$ cat src/hdl/pckd_pkg.sv
// pckd_pkg: shared types, widths and scale tables of the pitch-class key detector
// depends on nothing; used by pckd_accum, pckd_score and pitch_class_key_detector

package pckd_pkg;

  // field widths
  localparam int PitchBits = 7;
  localparam int RootBits  = 4;
  localparam int ScoreBits = 16;
  localparam int NotesBits = 16;
  localparam int TotalBits = 23;

  // histogram geometry
  localparam int CountBits  = 16;
  localparam int NumClasses = 12;
  localparam int NumDegrees = 7;
  localparam int SumBits    = CountBits + 3;
  localparam int NumKeys    = 2 * NumClasses;
  localparam int GroupSize  = 4;
  localparam int NumGroups  = NumKeys / GroupSize;

  // pitch mod 12 by reciprocal: floor(p / 12) == (p * 43) >> 9 for p < 128
  localparam int PcRecip   = 43;
  localparam int PcShift   = 9;
  localparam int PcProdBits = PitchBits + 6;

  // reset values of the pitch range trackers
  localparam logic [PitchBits-1:0] LowestInit  = '1;
  localparam logic [PitchBits-1:0] HighestInit = '0;

  typedef logic [NumClasses-1:0][CountBits-1:0] counts_t;
  typedef logic [NumKeys-1:0][SumBits-1:0]      sums_t;

  typedef struct packed {
    logic [NotesBits-1:0] note_count;
    logic [TotalBits-1:0] pitch_total;
    logic [PitchBits-1:0] lowest_pitch;
    logic [PitchBits-1:0] highest_pitch;
  } stats_t;

  typedef struct packed {
    logic                is_minor;
    logic [RootBits-1:0] root;
  } key_t;

  // scale degree offsets, major then natural minor
  function automatic int scale_step(input bit minor, input int degree);
    int major_tab [NumDegrees];
    int minor_tab [NumDegrees];
    major_tab = '{0, 2, 4, 5, 7, 9, 11};
    minor_tab = '{0, 2, 3, 5, 7, 8, 10};
    return minor ? minor_tab[degree] : major_tab[degree];
  endfunction

  // pitch class of one scale degree of a key
  function automatic int class_index(input int root, input bit minor, input int degree);
    return (root + scale_step(minor, degree)) % NumClasses;
  endfunction

  // key order: major C..B, then minor C..B
  function automatic key_t key_of(input int k);
    key_t key;
    key.is_minor = (k >= NumClasses);
    key.root     = RootBits'(k % NumClasses);
    return key;
  endfunction

endpackage

$ cat src/hdl/pckd_accum.sv
// pckd_accum: input register, pitch-class histogram and piece statistics
// hands a snapshot of the finished piece to pckd_score; uses pckd_pkg

module pckd_accum (
  input  logic                            clk,
  input  logic                            rst_n,
  input  logic                            in_valid,
  output logic                            in_stall,
  input  logic [pckd_pkg::PitchBits-1:0]  in_pitch,
  input  logic                            in_last,
  input  logic                            snap_ready,
  output logic                            snap_valid,
  output pckd_pkg::counts_t               snap_counts,
  output pckd_pkg::stats_t                snap_stats
);

  logic                           s0_valid_r;
  logic [pckd_pkg::PitchBits-1:0] s0_pitch_r;
  logic                           s0_last_r;

  pckd_pkg::counts_t              counts_r;
  pckd_pkg::counts_t              counts_nxt;
  pckd_pkg::stats_t               stats_r;
  pckd_pkg::stats_t               stats_nxt;

  logic                           snap_valid_r;
  pckd_pkg::counts_t              snap_counts_r;
  pckd_pkg::stats_t               snap_stats_r;

  logic                              snap_free;
  logic                              s0_ready;
  logic                              s0_fire;
  logic [pckd_pkg::PcProdBits-1:0]   pc_prod;
  logic [pckd_pkg::RootBits-1:0]     pc_quot;
  logic [pckd_pkg::PitchBits-1:0]    pc_rem;
  logic [pckd_pkg::RootBits-1:0]     pitch_class;
  logic [pckd_pkg::TotalBits:0]      total_sum;

  // handshake: a last note waits for the snapshot slot, other notes never wait
  assign snap_free = !snap_valid_r || snap_ready;
  assign s0_ready  = !s0_valid_r || !s0_last_r || snap_free;
  assign s0_fire   = s0_valid_r && s0_ready;
  assign in_stall  = !s0_ready;

  // pitch class by reciprocal multiply
  assign pc_prod     = pckd_pkg::PcProdBits'(s0_pitch_r)
                     * pckd_pkg::PcProdBits'(pckd_pkg::PcRecip);
  assign pc_quot     = pc_prod[pckd_pkg::PcProdBits-1:pckd_pkg::PcShift];
  assign pc_rem      = s0_pitch_r - pckd_pkg::PitchBits'(pc_quot)
                     * pckd_pkg::PitchBits'(pckd_pkg::NumClasses);
  assign pitch_class = pc_rem[pckd_pkg::RootBits-1:0];

  assign total_sum = {1'b0, stats_r.pitch_total} + (pckd_pkg::TotalBits + 1)'(s0_pitch_r);

  // updated histogram and statistics, this note included
  always_comb begin
    counts_nxt = counts_r;
    for (int i = 0; i < pckd_pkg::NumClasses; i++) begin
      if (pitch_class == pckd_pkg::RootBits'(i) && !(&counts_r[i])) begin
        counts_nxt[i] = counts_r[i] + 1'b1;
      end
    end
    stats_nxt = stats_r;
    if (!(&stats_r.note_count)) begin
      stats_nxt.note_count = stats_r.note_count + 1'b1;
    end
    stats_nxt.pitch_total = total_sum[pckd_pkg::TotalBits] ? '1
                          : total_sum[pckd_pkg::TotalBits-1:0];
    if (s0_pitch_r < stats_r.lowest_pitch) begin
      stats_nxt.lowest_pitch = s0_pitch_r;
    end
    if (s0_pitch_r > stats_r.highest_pitch) begin
      stats_nxt.highest_pitch = s0_pitch_r;
    end
  end

  // input register
  always_ff @(posedge clk) begin
    if (!rst_n) begin
      s0_valid_r <= 1'b0;
    end else if (s0_ready) begin
      s0_valid_r <= in_valid;
    end
    if (s0_ready) begin
      s0_pitch_r <= in_pitch;
      s0_last_r  <= in_last;
    end
  end

  // piece state, cleared after the last note
  always_ff @(posedge clk) begin
    if (!rst_n) begin
      counts_r                <= '0;
      stats_r.note_count      <= '0;
      stats_r.pitch_total     <= '0;
      stats_r.lowest_pitch    <= pckd_pkg::LowestInit;
      stats_r.highest_pitch   <= pckd_pkg::HighestInit;
    end else if (s0_fire) begin
      if (s0_last_r) begin
        counts_r              <= '0;
        stats_r.note_count    <= '0;
        stats_r.pitch_total   <= '0;
        stats_r.lowest_pitch  <= pckd_pkg::LowestInit;
        stats_r.highest_pitch <= pckd_pkg::HighestInit;
      end else begin
        counts_r <= counts_nxt;
        stats_r  <= stats_nxt;
      end
    end
  end

  // snapshot of the finished piece
  always_ff @(posedge clk) begin
    if (!rst_n) begin
      snap_valid_r <= 1'b0;
    end else if (snap_free) begin
      snap_valid_r <= s0_fire && s0_last_r;
    end
    if (snap_free && s0_fire && s0_last_r) begin
      snap_counts_r <= counts_nxt;
      snap_stats_r  <= stats_nxt;
    end
  end

  assign snap_valid  = snap_valid_r;
  assign snap_counts = snap_counts_r;
  assign snap_stats  = snap_stats_r;

endmodule

$ cat config.mk
export PLATFORM = sky130hd
export DESIGN_NAME = pckd_accum
export DESIGN_NICKNAME = d
export VERILOG_FILES = /design/src/hdl/pckd_pkg.sv /design/src/hdl/pckd_accum.sv
export SDC_FILE = /design/constraint.sdc
export NUM_CORES = 1
export LEC_CHECK = 0
export BUFFER_PORTS_ARGS = -buffer_cell sky130_fd_sc_hd__buf_2
export CAP_MARGIN = 20
export CORE_MARGIN = 1.5
export CORE_UTILIZATION = 41
export CTS_BUF_LIST = sky130_fd_sc_hd__clkbuf_2
export DETAILED_ROUTE_END_ITERATION = 10
export GPL_TIMING_DRIVEN = 0
export PLACE_DENSITY = 0.57
export SLEW_MARGIN = 20
export SYNTH_ARGS = -nofsm -noshare
export SYNTH_HDL_FRONTEND = slang
export SYNTH_SLANG_ARGS = --single-unit
$ cat constraint.sdc
create_clock -name clk -period 26.9 [get_ports clk]
set_clock_uncertainty 0.2 [all_clocks]
set_input_delay 2.69 -clock clk [delete_from_list [all_inputs] [get_ports clk]]
set_output_delay 2.69 -clock clk [all_outputs]
set_load 0.01 [all_outputs]
== Word-level counts from Yosys, hierarchy flattened ==
Cells that the tools add are included.

* Logic and storage cells: 133
* Bits in latches: 0
* Bits in read-only memories: 0
* Input bits: 12
* Register bits after elaboration: 500
* RAM bits: 0
* Memories: 0

* Equal/unequal tests: 11
* $mul: 2
* Multiplexer cells: 18
* Add/sub/neg operators: 15
* Shift-type cells: 0
* Reductions and logical operators: 49
* Order comparisons: 2
* Divide/modulo/power cells: 0
* Bitwise logic cells: 0

{| class="wikitable"
|+ Operators by type and width
! cell !! number
|-
| 16-bit by 1-bit adder with 16-bit output, second input constant || 13
|-
| 16-bit two-way mux || 13
|-
| 16-bit AND reduction || 13
|-
| 192-bit two-way mux || 1
|-
| 53-bit two-way mux || 1
|-
| 23-bit by 7-bit adder with 24-bit output || 1
|-
| 23-bit two-way mux || 1
|-
| 4-bit by 3-bit == test with 1-bit output, second input constant || 4
|-
| 4-bit == test, second input constant || 4
|-
| 1-bit logical AND || 16
|-
| 1-bit logical NOT || 16
|-
| 7-bit two-way mux || 2
|-
| 7-bit by 6-bit multiplier with 13-bit output, second input constant || 1
|-
| 4-bit by 2-bit == test with 1-bit output, second input constant || 2
|-
| 7-bit greater-than comparator || 1
|-
| 7-bit less-than comparator || 1
|-
| 4-bit by 1-bit == test with 1-bit output, second input constant || 1
|-
| 4-bit logical NOT || 1
|-
| 4-bit by 2-bit multiplier with 2-bit output, second input constant || 1
|-
| 4-bit subtractor || 1
|-
| 1-bit logical OR || 3
|}

== Logic depth before layout (Yosys ltp) ==
Gate-level depths: netlist (run 1).

* Depth in word-level cells: 7
* Mapped depth: 20
* Mapped depth without buffers: 18

== Worst setup path after synthesis (run 1) ==
OpenSTA, ideal clock, no wires.

* Path type: input to register
* Start: in snap_ready
* End: reg snap_counts_r (netlist bit snap_counts[0]), enable pin
* Path slack: 12920 ps
* Buffers on the path: 0
* Library setup time: 856 ps
* Arrival time: 12924 ps
* Stages on the path: 2
* Cell sequence: nor2b_1 > nor2_1

* Word-level cells in the longest chain between the ends: 5

{| class="wikitable"
|+ Ends and longest elaborated chain
! element !! RTL line !! source
|-
| start: declaration || pckd_accum.sv:11 || <nowiki>input logic snap_ready,</nowiki>
|-
| 1-bit logical OR (*) || pckd_accum.sv:40 || <nowiki>assign snap_free = !snap_valid_r || snap_ready;</nowiki>
|-
| 1-bit logical OR || pckd_accum.sv:41 || <nowiki>assign s0_ready = !s0_valid_r || !s0_last_r || snap_free;</nowiki>
|-
| 1-bit logical AND || pckd_accum.sv:42 || <nowiki>assign s0_fire = s0_valid_r && s0_ready;</nowiki>
|-
| 1-bit logical AND (*) (2 in a row) || pckd_accum.sv:119 || <nowiki>if (snap_free && s0_fire && s0_last_r) begin</nowiki>
|-
| end signal: assignment || pckd_accum.sv:120 || <nowiki>snap_counts_r <= counts_nxt;</nowiki>
|-
| end: declaration || pckd_accum.sv:27 || <nowiki>pckd_pkg::counts_t snap_counts_r;</nowiki>
|}

Every way passes the cells marked *; elsewhere a longest branch is shown, timed or not.
A chain may end at the register's enable or synchronous reset.

==> results of run 1 <==
[flip-flops by register name (all words and copies together), names as in the netlist]
name / flops
snap_stats: 53
snap_counts: 192
s0_pitch_r: 7
snap_valid: 1
s0_last_r: 1
s0_valid_r: 1
counts_r: 192
stats_r: 53
[final cells by class]
cell class / instances / area [um^2]
flip-flops and latches: 500 / 12540
well taps: 837 / 1047
plain buffers: 164 / 671.9
clock inverters: 49 / 334.1
clock buffers: 197 / 985.9
repair buffers: 268 / 1498
multi-input cells: 1828 / 12150
diodes: 3 / 7.507
inverters: 98 / 367.9
fillers: 5939 / 32230
[worst max path at each step]
stage | slack [ns] | end | cells past startpoint
after global routing | 19.09 | snap_counts[95]$_DFFE_PP_ | 19
after floorplan | 12.92 | snap_counts[0]$_DFFE_PP_ | 2
after detailed placement | 19.48 | snap_counts[95]$_DFFE_PP_ | 19
after global placement | 8.99 | snap_counts[29]$_DFFE_PP_ | 3
final | 19.27 | snap_counts[50]$_DFFE_PP_ | 18
after CTS | 19.41 | snap_counts[95]$_DFFE_PP_ | 19
[power by group]
part,switching [uW],leakage [uW],internal (uW)
combinational,337,0.00607,83.8
clock,340,0.000967,246
sequential,8.32,0.00459,810
[kinds of logic (layout without fill, tap and decap cells)]
logic type,Yosys count,count (layout),share of synthesized area
xor gates and xnor gates,187,187,0.06488
and+or+nand+nor,943,943,0.1876
adders and majority gates,65,65,0.03371
DFF,500,500,0.4883
buffers and inverters,262,776,0.03970
AOI/OAI and AO/OA,549,549,0.1507
muxes,84,84,0.03512
other,0,3,0
[stage by stage]
| stage | hold WS (ns) | util | setup slack (ns) | total power [uW] | cell area, um^2 |
|---|---|---|---|---|---|
| finish | 0.2606 | 0.4788 | 19.27 | 1825 | 29600 |
| detailed placement | 0.2420 | 0.4572 | 19.48 | 1238 | 28270 |
| global route | 0.2742 | 0.4787 | 19.09 | 1885 | 29590 |
| global placement | 0.2239 | 0.4533 | 8.986 | 1239 | 28020 |
| CTS | 0.2615 | 0.4786 | 19.41 | 1825 | 29590 |
| floorplan | 0.2123 | - | 12.92 | 1044 | 25690 |
[layout by cell type, fill, tap and decap left out, types with 17 or more instances in the layout]
cell type | synthesis | routed
xor2_1 | 80 | 80
ha_1 | 58 | 58
o21a_1 | 19 | 19
or3_1 | 39 | 39
xnor2_1 | 105 | 105
mux2_2 | 43 | 43
inv_1 | 96 | 96
a21oi_1 | 82 | 82
nor2_1 | 168 | 165
a22oi_1 | 26 | 26
and4_1 | 24 | 24
o211ai_1 | 29 | 29
nand2b_1 | 19 | 19
nor3_1 | 84 | 84
clkbuf_1 | 133 | 117
a31oi_1 | 55 | 55
mux2i_1 | 39 | 39
dfxtp_1 | 247 | 247
and3_1 | 43 | 43
nor4_1 | 38 | 38
nand4_1 | 58 | 58
buf_2 | 17 | 275
clkinv_1 | 2 | 36
or4_1 | 24 | 24
edfxtp_1 | 253 | 253
o21ai_0 | 97 | 97
a32oi_1 | 17 | 17
nand3_1 | 142 | 142
clkbuf_2 | 0 | 213
nand2_1 | 240 | 240
a21o_1 | 33 | 33
[worst max-delay path, cell delays in order, from the launching register on]
cell	delay, ns
edfxtp_1	0.64
ha_1	0.39
inv_1	0.05
fa_1	0.50
fa_1	0.55
inv_1	0.04
ha_1	0.27
nand3_1	0.12
nor3_2	0.46
nor2_1	0.10
xnor2_1	0.15
ha_1	0.19
xnor2_1	0.27
xor3_1	0.77
nor4_4	0.99
clkbuf_1	0.88
o21ai_1	0.39
nor2_1	0.27
xor2_1	0.21
[metal layers]
layer  track usage  vias to the layer above  wire length, um
met4        0.1596                        2             5056
met1        0.3866                    11150            40490
li1              -                    10560                -
met5             0                        -               13
met3       0.07977                      245             8852
met2        0.4630                     1181            43500
==> results.py, run 1 <==
metrics = {
    "sta": {
        "report.final.hold_viol_count": 0,
        "fmax_mhz": 131.0,
        "grt_setup_unrepaired": "no",
        "fin_crit_sh": 0.2838,
        "min_period_ns": 7.634,
        "slew-limit-headroom": 0.09208,
        "setup_violations": 0,
        "maxSlewViolCount": 0,
        "worst_slew_pin_slew_ns": 1.362,
        "timing.setup.tns_ns": 0,
    },
    "die": {
        "num_io_pins": 259,
        "rows": 91,
        "fp.dieW_um": 253.3,
        "dieArea_mm2": 0.06416,
        "start_util": 0.4155,
        "core-area_mm2": 0.06183,
        "die_y_um": 253.3,
    },
    "run": {
        "max_cap_viol_count": 0,
    },
    "place": {
        "place_congestion": 0.9497,
        "dp_hpwl_um": 67610,
        "dp_cells": 3695,
        "port_buffers": 258,
    },
    "cts": {
        "clock-sinks": 500,
        "cts_tree": "built",
        "cts_buffer_depth": 3,
        "cts-hold-fix-buffers": 0,
        "htreeDepth": 4,
        "cts_root_buf": "clkbuf_2",
        "cts_resized": 0,
        "cts_buffers": 138,
        "postCtsSetupBuffers": 0,
        "insertion_delay_ns": 1.37,
        "clk_pin_slew_ns": 0.11,
    },
    "power": {
        "cellPowerDensity_mw_per_mm2": 61.67,
        "p_leak_uw": 0.01163,
        "peakVddDrop_v": 0.00004124,
    },
    "global_route": {
        "overflow": 0,
        "grt_pass1_vias": 21780,
        "globalRouteTotalUtil": 0.3010,
        "antenna_found_initial": 5,
        "grt_max_degree": 31,
        "grt_pass1_wl_um": 140000,
    },
    "critical_path": {
        "reg2reg_from": "s0_pitch_r[1]$_DFFE_PN_",
        "worstRegToRegCells": 18,
        "crit_path_start_kind": "flip-flop",
        "critPathArrivalTime_ns": 8.56,
        "r2r-end": "snap_counts[50]$_DFFE_PP_",
        "crit_start": "s0_pitch_r[1]$_DFFE_PN_",
        "r2r_slack_ns": 19.27,
        "cp-end-kind": "flip-flop",
        "critPathKind": "flip-flop to flip-flop",
        "cp_max_fo": 10,
        "required_ns": 27.83,
    },
    "layout": {
        "syn2layout_area_growth_pct": 15.24,
        "drive_gt1_frac": 0.1975,
        "instances_no_fill": 3944,
        "fin_nets": 3075,
    },
    "logic_synthesis": {
        "synth_common_cells": "253 x edfxtp_1, 247 x dfxtp_1, 240 x nand2_1",
        "netlist_instances": 2590,
        "syn_area_per_cell_um2": 9.917,
        "synth-seq-cells": 500,
        "syn_area_mm2": 0.02569,
        "ys_top_cells_by_area": "edfxtp_1 30%, dfxtp_1 19%, xnor2_1 3.6%, nand2_1 3.5%, ha_1 2.8%",
        "yosysSeqAreaShare": 0.4883,
        "yosysUniqueCellTypes": 95,
        "syn_nets": 2667,
        "synth-edff-count": 253,
        "yosysTopAreaCellShare": 0.2958,
        "synth_warnings": 0,
        "synth.most_common_cell": "edfxtp_1",
        "ys.flop_type": "edfxtp_1",
        "synth_top_cell_by_area": "edfxtp_1",
        "synthArstFlopShare": 0,
    },
    "route": {
        "drc": 0,
        "drtPass1Iterations": 5,
        "vias": 23140,
        "routed_wl_um": 97910,
        "drt_iter0_markers": 2210,
        "vias_per_cell": 5.866,
        "drt-wirelength-per-cell_um": 24.83,
        "drtAntennaViolNets": 0,
    },
    "worst_hold_path": {
        "whs_path_depth": 1,
        "min_from": "counts_r[107]$_SDFFE_PN0P_",
        "hp-class": "flip-flop to flip-flop",
        "whs_endpoint": "counts_r[107]$_SDFFE_PN0P_",
    },
    "run_status": {
        "status": "finished clean",
    },
}
Power figures use the tool's default switching activity.
==> run 2, diff against run 1 <==
Clock period 26.9 ns to 7.56 ns, I/O delays scaled along.
==> run 2 against run 1 <==
Register-to-register slack worse by 19 ns. Maximum frequency is 4.4% higher. Clock-buffer cell count is 13 higher. Combinational power grew to 3.6 times the previous value. Flip-flop and latch count stayed put.
==> results.py, run 2 (synthesis results as in run 1) <==
metrics = {
    "power": {
        "p_leak_uw": 0.01181,
        "peakVddDrop_v": 0.0001361,
        "cellPowerDensity_mw_per_mm2": 221.6,
    },
    "layout": {
        "final_area_mm2": 0.02993,
        "final_common_cell": "buf_2",
        "syn2layout_area_growth_pct": 16.52,
        "finalCoreUtilization": 0.4841,
        "fin_nets": 3100,
        "final_cell_mix": "275 x buf_2, 253 x edfxtp_1, 247 x dfxtp_1",
        "drive_gt1_frac": 0.2023,
    },
    "place": {
        "place_congestion": 0.9636,
        "dpl_cell_area_mm2": 0.02827,
        "dp_hpwl_um": 67990,
        "pre_cts_ws_ns": 0.2057,
        "port_buffers": 258,
    },
    "critical_path": {
        "crit_path_max_incr_delay_ns": 0.83,
        "crit_slowest_cell": "xor3_1",
        "critPathKind": "flip-flop to flip-flop",
        "cp-end-kind": "flip-flop",
        "worstRegToRegCells": 19,
        "cp_max_fo": 10,
        "required_ns": 8.43,
        "crit_path_start_kind": "flip-flop",
        "path_cells": "ha_1 -> inv_1 -> fa_1 -> fa_1 -> inv_1 -> ha_1 -> nand3_1 -> nor3_2 -> nor2_1 -> xnor2_1 -> ha_1 -> xnor2_1 -> xor3_1 -> buf_2 -> buf_1 -> nand3_1 -> mux2i_1 -> nand3_1 -> xnor2_1",
        "critPathArrivalTime_ns": 8.18,
    },
    "run_status": {
        "status": "finished clean",
    },
    "route": {
        "wl_met2_um": 44060,
        "vias_per_cell": 5.932,
        "met3_length_um": 9259,
        "drc": 0,
        "routed_wl_um": 98530,
        "drt-wirelength-per-cell_um": 24.80,
        "drtPass1Iterations": 6,
        "drtAntennaViolNets": 0,
        "drt_iter0_markers": 2463,
        "vias": 23570,
        "highest_layer": "met5",
        "drt-met1-wl_um": 39990,
    },
    "die": {
        "fp.dieW_um": 253.3,
        "die_y_um": 253.3,
        "start_util": 0.4155,
        "core-area_mm2": 0.06183,
        "num_io_pins": 259,
        "dieArea_mm2": 0.06416,
        "rows": 91,
    },
    "sta": {
        "maxSlewViolCount": 0,
        "min_period_ns": 7.312,
        "timing.setup.tns_ns": 0,
        "slew-limit-headroom": 0.1394,
        "fin_crit_sh": 0.9672,
        "grt_setup_unrepaired": "no",
        "fmax_mhz": 136.8,
        "setup_violations": 0,
        "report.final.hold_viol_count": 0,
        "worst_slew_pin_slew_ns": 1.291,
        "fin_ws_ns": 0.2481,
    },
    "global_route": {
        "globalRouteTotalUtil": 0.3034,
        "grt_pass1_vias": 22020,
        "antenna_found_initial": 5,
        "grt_max_degree": 31,
        "grt_pass1_wl_um": 141100,
        "overflow": 0,
    },
    "cts": {
        "clock-sinks": 500,
        "insertion_delay_ns": 1.34,
        "cts_root_buf": "clkbuf_2",
        "htreeDepth": 4,
        "cts_buffer_depth": 3,
        "cts_tree": "built",
        "cts_buffers": 138,
        "clk_pin_slew_ns": 0.11,
    },
    "worst_hold_path": {
        "whs_path_depth": 4,
        "hp-class": "input port to flip-flop",
    },
    "run": {
        "max_cap_viol_count": 0,
    },
}
[run 2: worst paths after layout]
check / startpoint / to / slack [ns]
setup / recovery: s0_pitch_r[1]$_DFFE_PN_ / snap_counts[95]$_DFFE_PP_ / 0.25
setup reg to reg: s0_pitch_r[1]$_DFFE_PN_ / snap_counts[95]$_DFFE_PP_ / 0.25
hold reg to reg: counts_r[107]$_SDFFE_PN0P_ / counts_r[107]$_SDFFE_PN0P_ / 0.26
hold / removal: snap_ready / snap_valid$_SDFFE_PN0N_ / 0.21
[run 2: area by class of cell]
class	instances	area, um^2
diodes	2	5.005
plain buffers	164	679.4
clock buffers	210	1051
clock inverters	41	356.6
fillers	5893	31900
inverters	98	367.9
multi-input cells	1828	12150
flip-flops and latches	500	12540
well taps	837	1047
repair buffers	293	1734
[run 2: timing repair]
| item | CTS | global route |
|---|---|---|
| hold buffers | 21 | 0 |
| gates resized for setup | 0 | 3 |
| hold endpoints to repair | 82 | 0 |
| buffers inserted | 0 | 3 |
| endpoints found under the setup margin | 0 | 6 |
[run 2: per-layer routing]
metal  vias to the layer above  GRT usage
met1                     11400     0.3893
met5                         -   0.005405
met4                         4     0.1680
li1                      10600          -
met3                       283    0.07113
met2                      1281     0.4707
[run 2: power by group]
| part | leakage [uW] | internal [uW] | switching (uW) | total (uW) |
|---|---|---|---|---|
| logic | 0.00618 | 324 | 1200 | 1520 |
| clock network | 0.00104 | 978 | 1220 | 2200 |
| registers | 0.00459 | 2880 | 29.9 | 2910 |
| total | 0.0118 | 4190 | 2450 | 6630 |
[run 2: metrics by stage]
| step | hold slack (ns) | power (uW) | std cells |
|---|---|---|---|
| floorplan | 0.2123 | 3703 | 2590 |
| global placement | 0.2248 | 4376 | 3685 |
| detailed placement | 0.2369 | 4388 | 3696 |
| CTS | 0.02520 | 6606 | 3968 |
| global route | 0.1339 | 6833 | 3972 |
| finish | 0.2068 | 6634 | 3973 |
[run 2: worst max-delay path, delay by kind of cell, from the launching register on]
kind / cells / cell delay, ns
and+or+nand+nor: 5 / 1.00
muxes: 1 / 0.46
xor gates and xnor gates: 4 / 1.54
buffers and inverters: 4 / 1.31
DFF: 1 / 0.64
adders and majority gates: 5 / 1.91
